--- config.mk ---
export PLATFORM = sky130hd
export DESIGN_NAME = rmf_out_buf
export DESIGN_NICKNAME = d
export VERILOG_FILES = /design/src/design/rmf_pkg.sv /design/src/design/rmf_out_buf.sv
export SDC_FILE = /design/constraint.sdc
export NUM_CORES = 1
export LEC_CHECK = 0
export BUFFER_PORTS_ARGS = -buffer_cell sky130_fd_sc_hd__buf_2
export CORE_ASPECT_RATIO = 0.7
export CORE_MARGIN = 2
export CORE_UTILIZATION = 40
export DETAILED_ROUTE_END_ITERATION = 6
export PLACE_DENSITY_LB_ADDON = 0.25
export SLEW_MARGIN = 20
export SYNTH_ARGS = -nofsm -noshare
export SYNTH_HDL_FRONTEND = slang
export SYNTH_SLANG_ARGS = --single-unit
--- constraint.sdc ---
create_clock -name clk_i -period 1.3 [get_ports clk_i]
set_input_delay 0.065 -clock clk_i [delete_from_list [all_inputs] [get_ports clk_i]]
set_output_delay 0.065 -clock clk_i [all_outputs]
set_load 0.005 [all_outputs]
--- src/design/rmf_pkg.sv ---
// shared types, constants and helper functions of the rgb 3x3 minimum filter
package rmf_pkg;

  localparam int unsigned MaxWidth = 2048;
  localparam int unsigned AddrW    = $clog2(MaxWidth);
  localparam int unsigned FwW      = 12;
  localparam int unsigned FhW      = 16;
  localparam int unsigned ColW     = 11;
  localparam int unsigned RowW     = 16;
  localparam int unsigned ChanW    = 8;
  localparam int unsigned PixW     = 3 * ChanW;
  localparam int unsigned LineW    = 2 * PixW;
  localparam int unsigned WEffW    = (FwW > AddrW + 1) ? FwW : AddrW + 1;
  localparam int unsigned CfgIdxW  = 1;
  localparam int unsigned CfgDataW = 16;
  localparam int unsigned NumSlots = 4;
  localparam int unsigned SlotW    = $clog2(NumSlots);

  localparam logic [CfgIdxW-1:0] CfgFrameWidth  = 1'b0;
  localparam logic [CfgIdxW-1:0] CfgFrameHeight = 1'b1;

  localparam logic [FwW-1:0] FrameWidthRst  = 12'd640;
  localparam logic [FhW-1:0] FrameHeightRst = 16'd480;

  localparam logic [PixW-1:0] White = {PixW{1'b1}};

  typedef logic [PixW-1:0] pix_t;

  typedef struct packed {
    pix_t             pix;
    logic [ColW-1:0]  col;
    logic [RowW-1:0]  row;
  } res_t;

  typedef struct packed {
    logic [NumSlots-1:0] mask;
    res_t [NumSlots-1:0] slot;
  } bundle_t;

  typedef struct packed {
    pix_t             pix;
    logic [AddrW-1:0] col;
    logic [RowW-1:0]  row;
    logic             r_ge1;
    logic             r_ge2;
    logic             c_ge1;
    logic             c_ge2;
    logic             last_col;
    logic             last_row;
  } stage_t;

  function automatic pix_t pmin(input pix_t a, input pix_t b);
    pix_t res;
    res = '0;
    for (int i = 0; i < 3; i++) begin
      res[i*ChanW +: ChanW] = (a[i*ChanW +: ChanW] < b[i*ChanW +: ChanW]) ?
                              a[i*ChanW +: ChanW] : b[i*ChanW +: ChanW];
    end
    return res;
  endfunction

endpackage

--- src/design/rmf_out_buf.sv ---
// result buffer that hands out up to four results of one pixel, one per transfer
module rmf_out_buf (
  input  logic                          clk_i,
  input  logic                          rst_ni,
  input  logic                          load_i,
  input  rmf_pkg::bundle_t              bundle_i,
  output logic                          free_o,
  output logic                          out_valid_o,
  input  logic                          out_ready_i,
  output logic [rmf_pkg::ChanW-1:0]     out_red_o,
  output logic [rmf_pkg::ChanW-1:0]     out_green_o,
  output logic [rmf_pkg::ChanW-1:0]     out_blue_o,
  output logic [rmf_pkg::ColW-1:0]      out_col_o,
  output logic [rmf_pkg::RowW-1:0]      out_row_o,
  output logic                          last_of_run_o
);

  logic [rmf_pkg::NumSlots-1:0] mask_q, mask_d, sel_oh, rest;
  rmf_pkg::res_t [rmf_pkg::NumSlots-1:0] slot_q;
  logic [rmf_pkg::SlotW-1:0] sel;
  rmf_pkg::res_t cur;
  logic xfer;

  always_comb begin
    sel = '0;
    for (int i = rmf_pkg::NumSlots - 1; i >= 0; i--) begin
      if (mask_q[i]) begin
        sel = rmf_pkg::SlotW'(i);
      end
    end
  end

  assign sel_oh = rmf_pkg::NumSlots'(1) << sel;
  assign rest   = mask_q & ~sel_oh;
  assign cur    = slot_q[sel];
  assign xfer   = out_valid_o & out_ready_i;

  assign out_valid_o   = |mask_q;
  assign last_of_run_o = (rest == '0);
  assign out_red_o     = cur.pix[3*rmf_pkg::ChanW-1:2*rmf_pkg::ChanW];
  assign out_green_o   = cur.pix[2*rmf_pkg::ChanW-1:rmf_pkg::ChanW];
  assign out_blue_o    = cur.pix[rmf_pkg::ChanW-1:0];
  assign out_col_o     = cur.col;
  assign out_row_o     = cur.row;

  assign free_o = (mask_q == '0) | (out_ready_i & (rest == '0));

  always_comb begin
    mask_d = mask_q;
    if (xfer) begin
      mask_d = rest;
    end
    if (load_i) begin
      mask_d = bundle_i.mask;
    end
  end

  always_ff @(posedge clk_i or negedge rst_ni) begin
    if (!rst_ni) begin
      mask_q <= '0;
    end else begin
      mask_q <= mask_d;
    end
  end

  always_ff @(posedge clk_i) begin
    if (load_i) begin
      slot_q <= bundle_i.slot;
    end
  end

  a_load_shows: assert property (@(posedge clk_i) disable iff (!rst_ni)
    load_i |=> out_valid_o)
    else $error("loaded results not offered");

  a_run_goes_on: assert property (@(posedge clk_i) disable iff (!rst_ni)
    xfer && !last_of_run_o |=> out_valid_o && !free_o || out_valid_o)
    else $error("run ended without last mark");

  a_no_overwrite: assert property (@(posedge clk_i) disable iff (!rst_ni)
    load_i |-> free_o)
    else $error("results overwritten before transfer");

endmodule

==> run summary, run 1 <==
Status - aborted with a tool error
Last stage reached - clock tree synthesis
First Err - [ERROR RSZ-0060] Max buffer count reached.
Number of flops mapped to enable cells by yosys - 204
Clock buffer depth - 3
Async SR Flop Fraction - 0.0192
Post-Synthesis Cell Area - 7990 µm²
Number of I/O port buffers - 265
Synth area leaders - edfxtp_1, a221o_1, a22o_1
Post-DP HPWL - 13.7 mm
Resized cells post-CTS - 3
Cell taking the most area after synthesis - edfxtp_1
CTS Hold Bufs - 209
Yosys top cell area share - 0.767
Synth cell types - 23
Site Rows - 43
Die height - 122 µm
Starting Density - 0.406
YS warnings - 0
H-Tree Depth - 1
Post-CTS setup buffers - 2
Sequential share of the synthesized area - 0.779
Number of top-level pins - 266
Clock tree sinks - 208
Die width - 173 µm
Inserted Clock Buffers - 21
Synth Area per Inst - 17.0 µm²
Cells after Synth - 471
Main synth FF type - edfxtp_1
RePlAce Congestion - 0.824
Clk root buf - clkbuf_16
Register bit total from synthesis - 208
Syn_nets - 683
Placed cells - 1002
-- metrics by stage --
stage	util	hold WS, ns	instance area [µm²]	setup slack (ns)	setup TNS [ns]
2_1_floorplan	-	-0.231	8000	-0.00953	-0.476
3_5_place_dp	0.500	-0.114	9840	-0.185	-7.97
3_3_place_gp	0.500	-0.121	9840	-0.151	-6.35
-- cells by family after synthesis --
| group | count (synthesis) | synth area share |
|---|---|---|
| AO/OA/AOI/OAI | 163 | 0.160 |
| flip-flops | 208 | 0.779 |
| AND/OR/NAND/NOR | 10 | 0.00658 |
| buffers and inverters | 88 | 0.0515 |
| adder cells (fa/ha/maj) | 2 | 0.00251 |
-- synthesized netlist by cell type, types with 4 or more instances --
cell and n:
a221o_1 51, buf_2 11, nand2_1 5, dfrtp_1 4, a22o_1 51, buf_4 6, edfxtp_1 204, buf_6 6
o21ai_0 4, clkbuf_1 13, a21oi_1 51, inv_1 52
==> run 2, diff against run 1 <==
Settings changed: CORE_ASPECT_RATIO 0.7 to unset, CORE_UTILIZATION 40 to 25, PLACE_DENSITY_LB_ADDON 0.25 to 0.15.
Clock period 1.3 ns to 1.7 ns, I/O delays scaled along.
==> run summary, run 2 <==
Status - complete, but fails checks
Violated checks - negative setup slack
Biggest regs - slot_q (204), mask_q (4)
Most common cell after layout, fill and taps aside - buf_2
Clock tree sinks - 208 (unchanged)
CTS clock-pin slew for the worst setup and hold paths - 0.06 ns
Worst slew pin tran - 0.409 ns
WP data arrival - 2.01 ns
Top-count cell post-synth - edfxtp_1
Synth Area per Inst - 17.0 µm² (unchanged)
Initial antenna violation count - 0
Cells along the critical path - buf_6 -> buf_8 -> buf_12 -> a221o_1 -> a22o_1 -> buf_2
Via density - 4.46
Delay-heaviest family, CP - buffers and inverters
Post-DP HPWL - 14.8 mm (+7.9%)
DR vias - 6207
Largest net degree at the start of global routing - 48
DR iter-0 viols - 263
Number of top-level pins - 266 (unchanged)
Critical Path Max Stage Delay - 0.42 ns
GR Util All Layers - 0.145
Remaining DRCs - 0
Fmax - 476 MHz
Register bit total from synthesis - 208 (unchanged)
TritonRoute pass-1 iters - 4
Net Switching - 3080 µW
Site Rows - 65 (+51%)
Routed WL - 25.3 mm
Period Utilization, post-route - 1.23
Global route total overflow - 0
Post-layout util - 0.417
Static Leak - 0.00543 µW
Clk root buf - clkbuf_16
Yosys top cell area share - 0.767 (unchanged)
# setup viols final - 54
MaxCap Viol Count - 0
Async SR Flop Fraction - 0.0192 (unchanged)
Synth-to-layout area growth - 64.4%
Rel. slew slack - 0.727
Clk Latency, worst-skew pair - 0.52 ns
ANT cells - 0
Main synth FF type - edfxtp_1
Die ar. - 33400 µm²
Peak supply drop - 777 µV
Share of cells above drive strength 1 - 0.349
Sequential share of the synthesized area - 0.779 (unchanged)
H-Tree Depth - 1 (unchanged)
Cells after Synth - 471 (unchanged)
CP max stage cell - dfrtp_2
Number of cells on the critical path - 6
First-pass GRT wire length - 37.3 mm
Final Hold Viols - 0
Setup TNS - -18.38 ns
Syn_nets - 683 (unchanged)
Unrepaired setup endpoints after global routing - true
Critical Path Source Type - register
Sequential power share - 0.465
RePlAce Congestion - 0.758 (-7.9%)
Final Cell Area - 13100 µm²
Synth cell types - 23 (unchanged)
Power per Cell Area - 1020 nW/µm²
Antenna Nets Post-Route - 0
WS Path Type - register to output port
R2r setup slk - 0.08 ns
Final worst slack - -0.399 ns
Number of flops mapped to enable cells by yosys - 204 (unchanged)
Reg with most FFs - slot_q
Vias in the first global route - 6625
Combinational Power Share - 0.166
Largest register FFs - 204
Die width - 183 µm (+5.7%)
Int Pwr - 10300 µW
Hold Crit Depth - 1
Max FO, Critical Path - 8
Tot Pwr - 13400 µW
Buf+Inv Stages, Crit Path - 4
CTS tree - built
Post-Synthesis Cell Area - 7990 µm² (unchanged)
Synth area leaders - edfxtp_1, a221o_1, a22o_1
Number of I/O port buffers - 265 (unchanged)
Cell taking the most area after synthesis - edfxtp_1
YS warnings - 0 (unchanged)
Final min period - 2.10 ns
Clock skew - 0.000398 ns
Required @ worst endpoint - 1.62 ns
Dpl cell area - 9900 µm² (+0.53%)
Worst Reg-to-Reg Cells - 4
Pins Over Slew Limit - 0
Wire per inst - 18.2 µm
Final nets - 1189
Clock buffer depth - 3 (unchanged)
Hold Crit Class - primary input to register
Inserted Clock Buffers - 24 (+14%)
Starting Density - 0.254 (-0.152)
Switching Share - 0.230
Crit. End Element - output port
Post-synth top cells - edfxtp_1, inv_1, a21oi_1, a221o_1, a22o_1
Die height - 183 µm (+50%)
Commonest cells after routing, fill and taps aside - buf_2, dlygate4sd3_1, edfxtp_1, inv_1
Core area - 31500 µm²
Clock power frac - 0.369
run 2: cell counts after synthesis:
No cell type changed its count.
run 2: final timing paths:
kind / startpoint / endpoint
hold reg to reg: mask_q[3] / mask_q[3]
max in group asynchronous: rst_ni / mask_q[1]
hold / removal: load_i / slot_q[57]
setup / recovery: mask_q[2] / out_green_o[7]
setup reg to reg: mask_q[0] / mask_q[0]
min in group asynchronous: rst_ni / mask_q[1]
run 2: layer usage:
layer,vias up,share of wire,global-route usage
met3,36,0.066,0.0290
met1,3032,0.42,0.183
met2,241,0.49,0.255
met4,0,0.022,0.0371
met5,-,0,0
li1,2898,-,-
run 2: what timing repair did:
action / 4_1_cts / 5_1_grt
cloned: 6 / 1
hold endpoints to repair: 212 / 0
setup endpoints to repair: 54 / 54
gates resized for setup: 26 / 5
hold buffers: 211 / 0
buffers inserted: 8 / 4
pin swaps: 14 / 17
run 2: power groups by stage:
stage | clock network [µW] | registers, µW | logic [µW]
floorplan | 0 | 6270 | 740
global route | 5270 | 6250 | 2400
global placement | 0 | 6310 | 1540
detailed placement | 0 | 6320 | 1550
CTS | 5080 | 6210 | 2190
finish | 4930 | 6210 | 2220
run 2: cell type report:
cell class                 count  area, µm²
multi-input combinational    175       1390
sequential                   208       6230
inverter                      52        195
timing repair buffer         516       4070
fill                        2908      18300
tap                          402        503
clock inverter                11       97.6
clock buffer                  29        641
run 2: kinds of logic (layout without fill, tap and decap cells):
group	after synthesis	in the layout	synth area share
simple gates	10	10	0.00658
compound gates	163	163	0.160
flops	208	208	0.779
fa+ha+maj	2	2	0.00251
buf+inv	88	608	0.0515
run 2: through the flow:
stage,cells,hold slack [ns],worst slack (ns)
after global placement,1124,-0.105,0.142
after detailed placement,1124,-0.102,0.105
after floorplan,471,-0.211,0.362
after global routing,1393,0.0885,-0.469
after CTS,1388,0.0694,-0.430
final,1393,0.0680,-0.399
No activity file was read; power rests on OpenSTA's default activity.
