**src/design/rmf_pkg.sv**
```systemverilog
// shared types, constants and helper functions of the rgb 3x3 minimum filter
package rmf_pkg;

  localparam int unsigned MaxWidth = 2048;
  localparam int unsigned AddrW    = $clog2(MaxWidth);
  localparam int unsigned FwW      = 12;
  localparam int unsigned FhW      = 16;
  localparam int unsigned ColW     = 11;
  localparam int unsigned RowW     = 16;
  localparam int unsigned ChanW    = 8;
  localparam int unsigned PixW     = 3 * ChanW;
  localparam int unsigned LineW    = 2 * PixW;
  localparam int unsigned WEffW    = (FwW > AddrW + 1) ? FwW : AddrW + 1;
  localparam int unsigned CfgIdxW  = 1;
  localparam int unsigned CfgDataW = 16;
  localparam int unsigned NumSlots = 4;
  localparam int unsigned SlotW    = $clog2(NumSlots);

  localparam logic [CfgIdxW-1:0] CfgFrameWidth  = 1'b0;
  localparam logic [CfgIdxW-1:0] CfgFrameHeight = 1'b1;

  localparam logic [FwW-1:0] FrameWidthRst  = 12'd640;
  localparam logic [FhW-1:0] FrameHeightRst = 16'd480;

  localparam logic [PixW-1:0] White = {PixW{1'b1}};

  typedef logic [PixW-1:0] pix_t;

  typedef struct packed {
    pix_t             pix;
    logic [ColW-1:0]  col;
    logic [RowW-1:0]  row;
  } res_t;

  typedef struct packed {
    logic [NumSlots-1:0] mask;
    res_t [NumSlots-1:0] slot;
  } bundle_t;

  typedef struct packed {
    pix_t             pix;
    logic [AddrW-1:0] col;
    logic [RowW-1:0]  row;
    logic             r_ge1;
    logic             r_ge2;
    logic             c_ge1;
    logic             c_ge2;
    logic             last_col;
    logic             last_row;
  } stage_t;

  function automatic pix_t pmin(input pix_t a, input pix_t b);
    pix_t res;
    res = '0;
    for (int i = 0; i < 3; i++) begin
      res[i*ChanW +: ChanW] = (a[i*ChanW +: ChanW] < b[i*ChanW +: ChanW]) ?
                              a[i*ChanW +: ChanW] : b[i*ChanW +: ChanW];
    end
    return res;
  endfunction

endpackage

```
**src/design/rmf_window.sv**
```systemverilog
// column minima, window registers and result generation for one pixel
module rmf_window (
  input  logic                       clk_i,
  input  logic                       rst_ni,
  input  logic                       adv_i,
  input  rmf_pkg::stage_t            stage_i,
  input  logic [rmf_pkg::LineW-1:0]  above_i,
  output rmf_pkg::bundle_t           bundle_o,
  output logic [rmf_pkg::LineW-1:0]  wr_data_o
);

  rmf_pkg::pix_t w3_l2_q, w3_l1_q, w2_l2_q, w2_l1_q;
  rmf_pkg::pix_t line_a, line_b, above1, above2, vm3, vm2;
  rmf_pkg::pix_t l2_3, l1_3, l2_2, l1_2;
  logic [rmf_pkg::ColW-1:0] col_cur, col_prev;
  logic [rmf_pkg::RowW-1:0] row_prev;

  assign line_a = above_i[rmf_pkg::PixW-1:0];
  assign line_b = above_i[rmf_pkg::LineW-1:rmf_pkg::PixW];

  assign above1 = stage_i.r_ge1 ? line_a : rmf_pkg::White;
  assign above2 = stage_i.r_ge2 ? line_b : rmf_pkg::White;
  assign vm3    = rmf_pkg::pmin(rmf_pkg::pmin(above2, above1), stage_i.pix);
  assign vm2    = rmf_pkg::pmin(above1, stage_i.pix);

  assign l2_3 = stage_i.c_ge2 ? w3_l2_q : rmf_pkg::White;
  assign l1_3 = stage_i.c_ge1 ? w3_l1_q : rmf_pkg::White;
  assign l2_2 = stage_i.c_ge2 ? w2_l2_q : rmf_pkg::White;
  assign l1_2 = stage_i.c_ge1 ? w2_l1_q : rmf_pkg::White;

  assign col_cur  = rmf_pkg::ColW'(stage_i.col);
  assign col_prev = rmf_pkg::ColW'(stage_i.col - rmf_pkg::AddrW'(1));
  assign row_prev = stage_i.row - rmf_pkg::RowW'(1);

  always_comb begin
    bundle_o.mask[0] = stage_i.r_ge1 & stage_i.c_ge1;
    bundle_o.mask[1] = stage_i.r_ge1 & stage_i.last_col;
    bundle_o.mask[2] = stage_i.last_row & stage_i.c_ge1;
    bundle_o.mask[3] = stage_i.last_row & stage_i.last_col;

    bundle_o.slot[0].pix = rmf_pkg::pmin(rmf_pkg::pmin(l2_3, l1_3), vm3);
    bundle_o.slot[0].col = col_prev;
    bundle_o.slot[0].row = row_prev;

    bundle_o.slot[1].pix = rmf_pkg::pmin(l1_3, vm3);
    bundle_o.slot[1].col = col_cur;
    bundle_o.slot[1].row = row_prev;

    bundle_o.slot[2].pix = rmf_pkg::pmin(rmf_pkg::pmin(l2_2, l1_2), vm2);
    bundle_o.slot[2].col = col_prev;
    bundle_o.slot[2].row = stage_i.row;

    bundle_o.slot[3].pix = rmf_pkg::pmin(l1_2, vm2);
    bundle_o.slot[3].col = col_cur;
    bundle_o.slot[3].row = stage_i.row;
  end

  // older row moves down, new pixel becomes the previous row
  assign wr_data_o = {line_a, stage_i.pix};

  always_ff @(posedge clk_i or negedge rst_ni) begin
    if (!rst_ni) begin
      w3_l2_q <= '0;
      w3_l1_q <= '0;
      w2_l2_q <= '0;
      w2_l1_q <= '0;
    end else if (adv_i) begin
      w3_l2_q <= w3_l1_q;
      w3_l1_q <= vm3;
      w2_l2_q <= w2_l1_q;
      w2_l1_q <= vm2;
    end
  end

endmodule

```
**config.mk**
```make
export PLATFORM = sky130hd
export DESIGN_NAME = rmf_window
export DESIGN_NICKNAME = d
export VERILOG_FILES = /design/src/design/rmf_pkg.sv /design/src/design/rmf_window.sv
export SDC_FILE = /design/constraint.sdc
export NUM_CORES = 1
export LEC_CHECK = 0
export CAP_MARGIN = 20
export CORE_AREA = 2 2 165 199
export CTS_CLUSTER_DIAMETER = 200
export DETAILED_ROUTE_END_ITERATION = 8
export DIE_AREA = 0 0 167 201
export DONT_BUFFER_PORTS = 1
export PLACE_DENSITY_LB_ADDON = 0.2
export REMOVE_ABC_BUFFERS = 1
export SLEW_MARGIN = 20
export SYNTH_ARGS = -nofsm -noshare
export SYNTH_HDL_FRONTEND = slang
export SYNTH_SLANG_ARGS = --single-unit
```
**constraint.sdc**
```tcl
create_clock -name clk_i -period 5.6 [get_ports clk_i]
set_input_delay 0.28 -clock clk_i [delete_from_list [all_inputs] [get_ports clk_i]]
set_output_delay 0.28 -clock clk_i [all_outputs]
set_load 0.01 [all_outputs]
```
==> results of run 1 <==
-- stage by stage --
step	utilization, %	std cells	power, W	area, sq um	TNS (ns)
floorplan	-	1428	0.00279	12000	0
global placement	40.6	1890	0.00342	12900	-2.34
detailed placement	40.6	1890	0.00345	12900	-2.26
CTS	41.7	1908	0.00413	13300	0
global route	42.4	1923	0.00452	13500	-0.0220
finish	42.4	1926	0.00414	13500	0
-- sequential cells by signal (all words and copies together), names as in the netlist --
| register | flops |
|---|---|
| w2_l2_q | 24 |
| w3_l1_q | 24 |
| w2_l1_q | 24 |
| w3_l2_q | 24 |
-- layout make-up --
cell class | instances | area (sq um) | area share (%)
Clock inverter | 3 | 23.8 | 0.176
Clock buffer | 13 | 280 | 2.08
Sequential cell | 96 | 2400 | 17.8
Timing Repair Buffer | 64 | 507 | 3.76
Antenna cell | 11 | 27.5 | 0.204
Multi-Input combinational cell | 1177 | 9140 | 67.9
Inverter | 155 | 582 | 4.32
Tap cell | 407 | 509 | 3.78
-- metal layers --
metal  GRT usage [%]  up-vias  share of wire [%]
met5               0        -               0.18
met4            8.37       12                2.9
met3            6.43       79                7.2
met2            40.3      358                 50
met1            24.6     5051                 40
li1                -     5281                  -
-- path summary, 6_finish.rpt --
check,to,cells after the start,slack [ns]
max,bundle_o[99],23,0.15
min,w3_l1_q[22]$_DFFE_PN0P_,1,0.03
max reg2reg,w3_l2_q[0]$_DFFE_PN0P_,1,4.80
min reg2reg,w2_l2_q[17]$_DFFE_PN0P_,1,0.50
max in group asynchronous,w3_l2_q[8]$_DFFE_PN0P_,2,4.67
min in group asynchronous,w3_l2_q[22]$_DFFE_PN0P_,2,0.50
-- cell families (layout without fill, tap and decap cells) --
family,count (synthesis),count (layout),synth area share (%)
muxes,202,202,16.3
and+or+nand+nor,441,441,17.4
other,0,11,0
xor gates and xnor gates,21,21,1.40
AOI/OAI and AO/OA,328,328,15.9
DFF,96,96,18.3
buffers and inverters,325,235,13.0
adders and majority gates,185,185,17.6
-- repair_timing --
action	in CTS	in global routing
buffers inserted	0	7
hold buffers	2	0
gates resized for setup	7	29
pin swaps	0	12
cloned	0	0
setup endpoints to repair	27	46
hold endpoints to repair	96	0
-- cell usage after synthesis (4+ instances only) --
library cell,number
o21bai_1,4
a21oi_1,125
xnor2_1,6
and2_1,10
o21ai_0,47
nand2b_1,103
o21ai_1,32
nand2_1,85
buf_4,129
nand3_1,23
nor4_1,11
o32ai_1,4
mux2i_1,124
or3_1,5
mux2_2,76
o211ai_1,8
dfrtp_1,96
a211oi_1,8
clkbuf_1,36
nor3_1,19
buf_2,5
or4_1,6
xor2_1,15
ha_1,184
a21o_1,29
nor2_1,99
and3_1,6
nand4_1,12
o21a_1,17
a21boi_1,7
inv_1,153
nand3b_1,5
nor2b_1,44
o22ai_1,4
-- report_power, final --
| part | total [W] | switching, W | internal [W] | leakage, nW |
|---|---|---|---|---|
| Clock | 0.000617 | 0.000267 | 0.000351 | 0.144 |
| Combinational | 0.00261 | 0.00152 | 0.00109 | 5.05 |
| Sequential | 0.000911 | 0.0000754 | 0.000836 | 1.06 |
-- layout by cell type, fill, tap and decap left out, types with 7 or more instances in the layout --
| cell | Yosys | layout |
|---|---|---|
| nand4_1 | 12 | 12 |
| o21ai_1 | 32 | 32 |
| o21a_1 | 17 | 17 |
| xor2_1 | 15 | 15 |
| nor2_1 | 99 | 97 |
| nand2_1 | 85 | 84 |
| a21oi_2 | 3 | 13 |
| nor4_1 | 11 | 10 |
| nand3_1 | 23 | 23 |
| diode_2 | 0 | 11 |
| nor2b_1 | 44 | 41 |
| nand2b_1 | 103 | 103 |
| nor3_1 | 19 | 19 |
| mux2i_1 | 124 | 120 |
| and2_1 | 10 | 9 |
| a21oi_1 | 125 | 115 |
| a21boi_1 | 7 | 7 |
| clkbuf_16 | 0 | 9 |
| mux2_2 | 76 | 74 |
| dfrtp_1 | 96 | 96 |
| o21ai_0 | 47 | 47 |
| ha_1 | 184 | 183 |
| inv_1 | 153 | 153 |
| buf_4 | 129 | 61 |
| o211ai_1 | 8 | 8 |
| a21o_1 | 29 | 29 |
==> reports/qor.csv, run 1 <==
stage,metric,value,unit
global_route,grt_pass1_vias,11000,
clock_tree,cts.reportedPaths.clkPinSlew,0.07,ns
placement,pre_cts_ws,-0.275,ns
routing,vias,10800,
clock_tree,cts_tree,done,
routing,wirelength,38100,um
routing,viasPerCell,5.60,
global_route,antenna_found_initial,18,
worst_setup_path,cp-start-kind,primary input,
yosys,synth_edf_count,0,
die,core,0.0318,sq mm
sta,fin_hold_ws,0.0339,ns
worst_setup_path,cpPeakStageDelay,0.39,ns
routing,wire_per_inst,19.8,um
clock_tree,cts.sinks,96,
die,num_rows,72,
worst_setup_path,worstSetupStartpoint,stage_i[5],
global_route,grt_first_pass_wirelength,59600,um
yosys,synthTopCellsByArea,"dfrtp_1 18%, ha_1 18%, mux2i_1 9.5%, buf_4 7.4%, mux2_2 6.5%",
die,die_x,167,um
routing,dr.first_iter.drc_count,462,
worst_setup_path,slowest_stage,a221o_1,
yosys,synth.distinct_cells,71,
yosys,synth_top_area_share,18.3,%
sta,finalHoldViolCount,0,
global_route,gr-total-overflow,0,
layout,fill_cells,3290,
layout,layout.nets,1795,
worst_setup_path,worst-path-buf-inv,4,
sta,fin_ws,0.152,ns
routing,postRouteAntennaNets,0,
clock_tree,cts_buffers,9,
sta,slew_violations,0,
placement,place.gp.congestion,0.933,
sta,max_freq,0.184,GHz
power_and_ir_drop,leakage,6.25,nW
routing,drc,0,
run,drv_cap,0,
die,start_util,41.2,%
worst_setup_path,reg2reg_from,w3_l1_q[0]$_DFFE_PN0P_,
placement,hpwl,30800,um
run_status,status,completed,
yosys,ys_ff_latch,96,
worst_setup_path,setup.worst_path.end_class,output pin,
routing,drt_first_pass_iters,5,
sta,finalWorstPathRequiredPeriod,5.45,ns
yosys,netlist_instances,1598,
die,die-area,0.0336,sq mm
worst_setup_path,path_delay_family,compound AO/OA/AOI/OAI gates,
global_route,grt_max_degree,118,
yosys,syn_area,0.0131,sq mm
die,die_h,201,um
clock_tree,clockBufferDepth,2,
global_route,grt_use_total,22.3,%
yosys,seq_area_frac_synth,18.3,%
yosys,synth_top_area_cell,dfrtp_1,
clock_tree,cts_max_level,3,
sta,relSlewSlack,38.0,%
sta,worst_slew_pin_slew,0.926,ns
power_and_ir_drop,ir_drop,0.206,mV
yosys,synth-main-ff-cell,dfrtp_1,
worst_setup_path,cp_data_required_time,5.32,ns
worst_setup_path,arrival,5.17,ns
clock_tree,root_buffer,clkbuf_16,
yosys,synth_area_per_cell,8.20,sq um
layout,layout-drive-gt1-share,13.9,%
worst_setup_path,crit_fanout,30,
worst_setup_path,path_class,in2out,
power_and_ir_drop,power_density,307,mW/mm^2
min_path,min-delay-path-class,in2reg,
sta,min_period_over_period,97.3,%
yosys,synth_warnings,0,
sta,skew,0.00605,ns
min_path,worstHoldStart,adv_i,
worst_setup_path,path_cells,nor2b_2 -> ha_1 -> a21o_1 -> a21oi_2 -> a21oi_2 -> nor2_4 -> buf_6 -> mux2_2 -> ha_1 -> a21o_1 -> a21o_1 -> a221o_1 -> a221oi_4 -> a21oi_4 -> buf_4 -> mux2i_2 -> buf_4 -> ha_1 -> a221o_1 -> o2111ai_1 -> nand3_4 -> mux2i_2 -> buf_4,
yosys,async_reset_ff_share,100,%
placement,io_buffers,0,
layout,syn_to_final_growth,2.80,%
clock_tree,worstSkewPairLatency,0.35,ns
sta,setup_violations,0,
die,ioPinCount,364,
Note: power is estimated with default switching activity, not from simulation.
==> inputs of run 2 (changes only) <==
CTS_BUF_LIST = sky130_fd_sc_hd__clkbuf_16   (was not set)
==> run 2 against run 1 <==
Against the previous run: maximum frequency decreased by 0.11%; clock skew about the same; routed wire length increased by 0.14%; highest routed layer unchanged; cell area decreased by 0.30%; sequential cell count unchanged; worst hold slack improved by 0.00096 ns; critical endpoint unchanged; critical path type unchanged; largest power group unchanged; sequential share of layout area increased by 0.053 points.
==> reports/qor.csv, run 2 (synthesis gave the netlist of run 1 again) <==
stage,metric,value,unit
worst_setup_path,worst-path-buf-inv,4,
routing,wirelength,38200,um
worst_setup_path,slowest_stage,a221o_1,
power_and_ir_drop,power_density,304,mW/mm^2
layout,syn_to_final_growth,2.49,%
worst_setup_path,path_class,in2out,
worst_setup_path,cpPeakStageDelay,0.39,ns
worst_setup_path,crit_fanout,30,
routing,drc,0,
worst_setup_path,arrival,5.17,ns
placement,hpwl,30800,um
layout,layout_commonest_cell,ha_1,
sta,max_freq,0.183,GHz
global_route,antenna_found_initial,18,
routing,drt_first_pass_iters,5,
min_path,hold_end,w3_l1_q[22]$_DFFE_PN0P_,
die,start_util,41.2,%
power_and_ir_drop,power.total,0.00408,W
min_path,hold_depth,1,
layout,layout-drive-gt1-share,13.6,%
clock_tree,cts.sinks,96,
worst_setup_path,rr_endpoint,w3_l2_q[0]$_DFFE_PN0P_,
worst_setup_path,reg2reg_from,w3_l1_q[0]$_DFFE_PN0P_,
layout,fin_util,42.2,%
sta,slew_violations,0,
die,die_h,201,um
clock_tree,cts_buffers,9,
placement,io_buffers,0,
routing,vias,10800,
die,die-area,0.0336,sq mm
sta,fin_hold_ws,0.0349,ns
global_route,met2_usage,40.3,%
routing,wire_per_inst,19.8,um
layout,layout.nets,1795,
global_route,grt_max_degree,118,
die,ioPinCount,364,
min_path,min-delay-path-class,in2reg,
global_route,grt.busiest_layer,met2,
global_route,grt_use_total,22.3,%
worst_setup_path,cp-start-kind,primary input,
clock_tree,clockBufferDepth,2,
sta,finalWorstPathRequiredPeriod,5.45,ns
routing,postRouteAntennaNets,0,
min_path,worstHoldStart,adv_i,
sta,setup_violations,0,
global_route,grt_pass1_vias,11000,
layout,final_cell_mix,"183 x ha_1, 153 x inv_1, 120 x mux2i_1, 115 x a21oi_1, 103 x nand2b_1",
worst_setup_path,r2r_setup_slack,4.80,ns
global_route,grt_first_pass_wirelength,59600,um
worst_setup_path,path_delay_family,compound AO/OA/AOI/OAI gates,
sta,skew,0.00561,ns
global_route,gr-usage-met3,6.47,%
sta,relSlewSlack,38.4,%
global_route,use_met1,24.5,%
sta,finalHoldViolCount,0,
clock_tree,cts_tree,done,
sta,worst_slew_pin_slew,0.921,ns
routing,dr.first_iter.drc_count,452,
worst_setup_path,reg2reg_depth,1,
run,drv_cap,0,
die,num_rows,72,
worst_setup_path,path_cells,nor2b_2 -> ha_1 -> a21o_1 -> a21oi_2 -> a21oi_2 -> nor2_4 -> buf_6 -> mux2_2 -> ha_1 -> a21o_1 -> a21o_1 -> a221o_1 -> a221oi_4 -> a21oi_4 -> buf_4 -> mux2i_2 -> buf_4 -> ha_1 -> a221o_1 -> o2111ai_1 -> nand3_4 -> mux2i_2 -> buf_4,
routing,viasPerCell,5.60,
clock_tree,cts_max_level,3,
sta,min_period_over_period,97.4,%
die,die_x,167,um
clock_tree,cts.reportedPaths.clkPinSlew,0.07,ns
clock_tree,worstSkewPairLatency,0.35,ns
run_status,status,completed,
die,core,0.0318,sq mm
global_route,gr-total-overflow,0,
power_and_ir_drop,ir_drop,0.202,mV
worst_setup_path,cp_data_required_time,5.32,ns
clock_tree,root_buffer,clkbuf_16,
worst_setup_path,setup.worst_path.end_class,output pin,
power_and_ir_drop,leakage,6.23,nW
placement,place.gp.congestion,0.933,
sta,fin_tns_setup,0,ns
[run 2: final cells by class]
cell class | instances | area (sq um)
Timing Repair Buffer | 64 | 507
Clock buffer | 9 | 225
Clock inverter | 7 | 38.8
Sequential cell | 96 | 2400
Tap cell | 407 | 509
Multi-Input combinational cell | 1177 | 9140
Inverter | 155 | 582
Fill cell | 3296 | 18400
Antenna cell | 11 | 27.5
[run 2: repair_timing]
item | in CTS | in global routing
setup endpoints to repair | 27 | 46
hold buffers | 2 | 0
gates resized for setup | 7 | 29
pin swaps | 0 | 12
endpoints found under the hold margin | 96 | 0
setup buffers | 0 | 7
[run 2: worst max-delay path by stage]
stage                startpoint            to  slack (ns)  depth (start not counted)
floorplan           above_i[42]  bundle_o[45]        0.02                         23
global placement     stage_i[5]  bundle_o[78]       -0.30                         22
detailed placement   stage_i[5]  bundle_o[78]       -0.28                         22
CTS                 above_i[42]  bundle_o[46]        0.02                         25
global route         stage_i[5]  bundle_o[79]       -0.02                         23
finish               stage_i[5]  bundle_o[99]        0.15                         23
[run 2: power by group]
| part | internal, W | switching [W] | total [W] |
|---|---|---|---|
| Clock | 0.000296 | 0.000265 | 0.000560 |
| Combinational | 0.00109 | 0.00152 | 0.00261 |
| Sequential | 0.000836 | 0.0000754 | 0.000911 |
[run 2: metal layers]
metal,wire [um],up-vias,part of all wire (%)
met3,2800,78,7.3
met5,68,-,0.18
li1,-,5284,-
met4,1130,12,3.0
met2,19100,352,50
met1,15000,5054,39
[run 2: per-stage QoR]
stage	area, sq um	setup slack, ns	cells
floorplan	12000	0.0225	1428
detailed placement	12900	-0.275	1890
global route	13400	-0.0220	1923
CTS	13200	0.0154	1908
global placement	12900	-0.296	1890
finish	13400	0.146	1926
==> inputs of run 3 (changes only) <==
CELL_PAD_IN_SITES_DETAIL_PLACEMENT = 1   (was not set)
CELL_PAD_IN_SITES_GLOBAL_PLACEMENT = 1   (was not set)
==> run 3 against run 2 <==
Against the previous run: count of clock-buffer cells in the layout unchanged; register-to-register slack is essentially flat; setup slack better by 0.043 ns; sequential share of layout area hardly changed.
==> reports/qor.csv, run 3 (synthesis gave the netlist of run 1 again) <==
stage,metric,value,unit
run_status,status,completed,
clock_tree,clockBufferDepth,2,
power_and_ir_drop,leakage,6.28,nW
layout,syn_to_final_growth,2.56,%
global_route,antenna_found_initial,5,
clock_tree,cts.sinks,96,
sta,fin_ws,0.189,ns
sta,rsz0062_at_grt,true,
layout,final_cells,1922,
sta,finalWorstPathRequiredPeriod,5.41,ns
sta,min_period_over_period,96.6,%
die,ioPinCount,364,
placement,hpwl,31500,um
clock_tree,root_buffer,clkbuf_16,
worst_setup_path,cpPeakStageDelay,0.36,ns
power_and_ir_drop,ir_drop,0.174,mV
sta,relSlewSlack,40.5,%
die,die-area,0.0336,sq mm
clock_tree,cts.reportedPaths.clkPinSlew,0.07,ns
global_route,use_met1,27.3,%
global_route,grt_use_total,22.6,%
layout,fin_util,42.3,%
sta,skew,0.00143,ns
worst_setup_path,slowest_stage,mux2_2,
placement,dp_cells,1896,
global_route,gr-usage-met3,4.65,%
layout,seqCellArea,0.00240,sq mm
min_path,min-delay-path-class,in2reg,
worst_setup_path,crit_fanout,8,
placement,io_buffers,0,
global_route,gr-total-overflow,0,
layout,layout.nets,1800,
routing,drc,0,
layout,fill_cells,3842,
sta,finalHoldViolCount,0,
layout,design_area,0.0134,sq mm
routing,wire_per_inst,20.2,um
sta,fin_tns_setup,0,ns
global_route,grt_first_pass_wirelength,61300,um
layout,multi_input_area,0.00915,sq mm
layout,layout_commonest_cell,ha_1,
sta,worst_slew_pin_slew,0.886,ns
worst_setup_path,cp_data_required_time,5.32,ns
die,num_rows,72,
sta,setup_violations,0,
die,start_util,41.2,%
run,drv_cap,0,
die,die_h,201,um
global_route,grt_pass1_vias,11500,
routing,viasPerCell,5.70,
die,die_x,167,um
routing,wirelength,38800,um
worst_setup_path,setup.worst_path.end_class,output pin,
global_route,grt_max_degree,118,
routing,dr.first_iter.drc_count,409,
placement,place.gp.congestion,0.911,
placement,postPlaceCellArea,0.0129,sq mm
routing,postRouteAntennaNets,0,
clock_tree,worstSkewPairLatency,0.35,ns
worst_setup_path,arrival,5.13,ns
global_route,grt.busiest_layer,met2,
die,core,0.0318,sq mm
layout,layout-drive-gt1-share,13.4,%
clock_tree,cts_max_level,3,
layout,final_cell_mix,"183 x ha_1, 158 x inv_1, 121 x mux2i_1, 119 x a21oi_1, 103 x nand2b_1",
worst_setup_path,path_class,in2out,
sta,slew_violations,0,
power_and_ir_drop,power_density,308,mW/mm^2
clock_tree,cts_tree,done,
routing,vias,11000,
routing,drt_first_pass_iters,6,
placement,pre_cts_ws,-0.148,ns
clock_tree,cts_buffers,9,
worst_setup_path,cp-start-kind,primary input,
worst_setup_path,path_cells,nand2b_1 -> ha_4 -> a21o_1 -> a21oi_2 -> a21oi_1 -> nor2_2 -> buf_6 -> mux2_2 -> ha_1 -> and4_1 -> a221o_1 -> a221oi_4 -> a21oi_4 -> buf_4 -> mux2i_1 -> ha_1 -> a221o_1 -> o2111ai_1 -> nand3_4 -> mux2i_1 -> buf_4,
global_route,met2_usage,40.8,%
sta,max_freq,0.185,GHz
-- run 3: cell types whose count changed in the layout (fill, tap and decap cells not counted), sizes merged --
cell and delta:
buf +4, clkinvlp -2, inv +5, diode -8
clkinv -4, dlygate4sd3 +1
-- run 3: per-stage QoR --
step	hold slack [ns]	power (W)
global placement	-0.0136	0.00344
floorplan	-0.0156	0.00279
finish	0.0221	0.00414
detailed placement	-0.0135	0.00352
global route	0.0163	0.00451
CTS	0.00457	0.00413
-- run 3: what timing repair did --
item	in CTS	in global routing
setup endpoints to repair	22	46
hold buffers	3	0
resized for setup	5	28
pin swaps	0	8
hold endpoints to repair	97	0
buffers inserted	0	5
-- run 3: path summary, 6_finish.rpt --
path / from / to / slack, ns / cells after the start
worst max-delay path: above_i[42] / bundle_o[100] / 0.19 / 21
worst min-delay path: adv_i / w2_l1_q[20]$_DFFE_PN0P_ / 0.02 / 1
worst max register to register: w2_l1_q[16]$_DFFE_PN0P_ / w2_l1_q[16]$_DFFE_PN0P_ / 4.80 / 1
worst min register to register: w2_l2_q[18]$_DFFE_PN0P_ / w2_l2_q[18]$_DFFE_PN0P_ / 0.50 / 1
max in group asynchronous: rst_ni / w3_l2_q[6]$_DFFE_PN0P_ / 4.67 / 2
min in group asynchronous: rst_ni / w2_l1_q[20]$_DFFE_PN0P_ / 0.48 / 2
-- run 3: area by class of cell --
cell class | instances | area share, %
Antenna cell | 3 | 0.0558
Clock buffer | 9 | 1.68
Clock inverter | 6 | 0.177
Inverter | 155 | 4.33
Multi-Input combinational cell | 1177 | 68.0
Sequential cell | 96 | 17.9
Tap cell | 407 | 3.79
Timing Repair Buffer | 69 | 4.07
-- run 3: power breakdown --
group / switching, W / internal (W) / leakage, nW / total, W
sequential: 0.0000770 / 0.000836 / 1.06 / 0.000913
clock: 0.000267 / 0.000290 / 0.141 / 0.000557
combinational: 0.00156 / 0.00111 / 5.08 / 0.00267
total: 0.00190 / 0.00224 / 6.28 / 0.00414
-- run 3: per-layer routing --
layer | vias up | share of wire (%)
li1 | 5262 | -
met4 | 4 | 1.7
met1 | 5377 | 42
met2 | 277 | 50
met5 | - | 0.057
met3 | 45 | 5.4
-- run 3: critical path, delay by kind of cell --
| family | cells | cell delay [ns] |
|---|---|---|
| AOI/OAI and AO/OA | 8 | 1.64 |
| muxes | 3 | 0.99 |
| adders and majority gates | 3 | 0.86 |
| and+or+nand+nor | 4 | 0.84 |
| buffers and inverters | 3 | 0.51 |
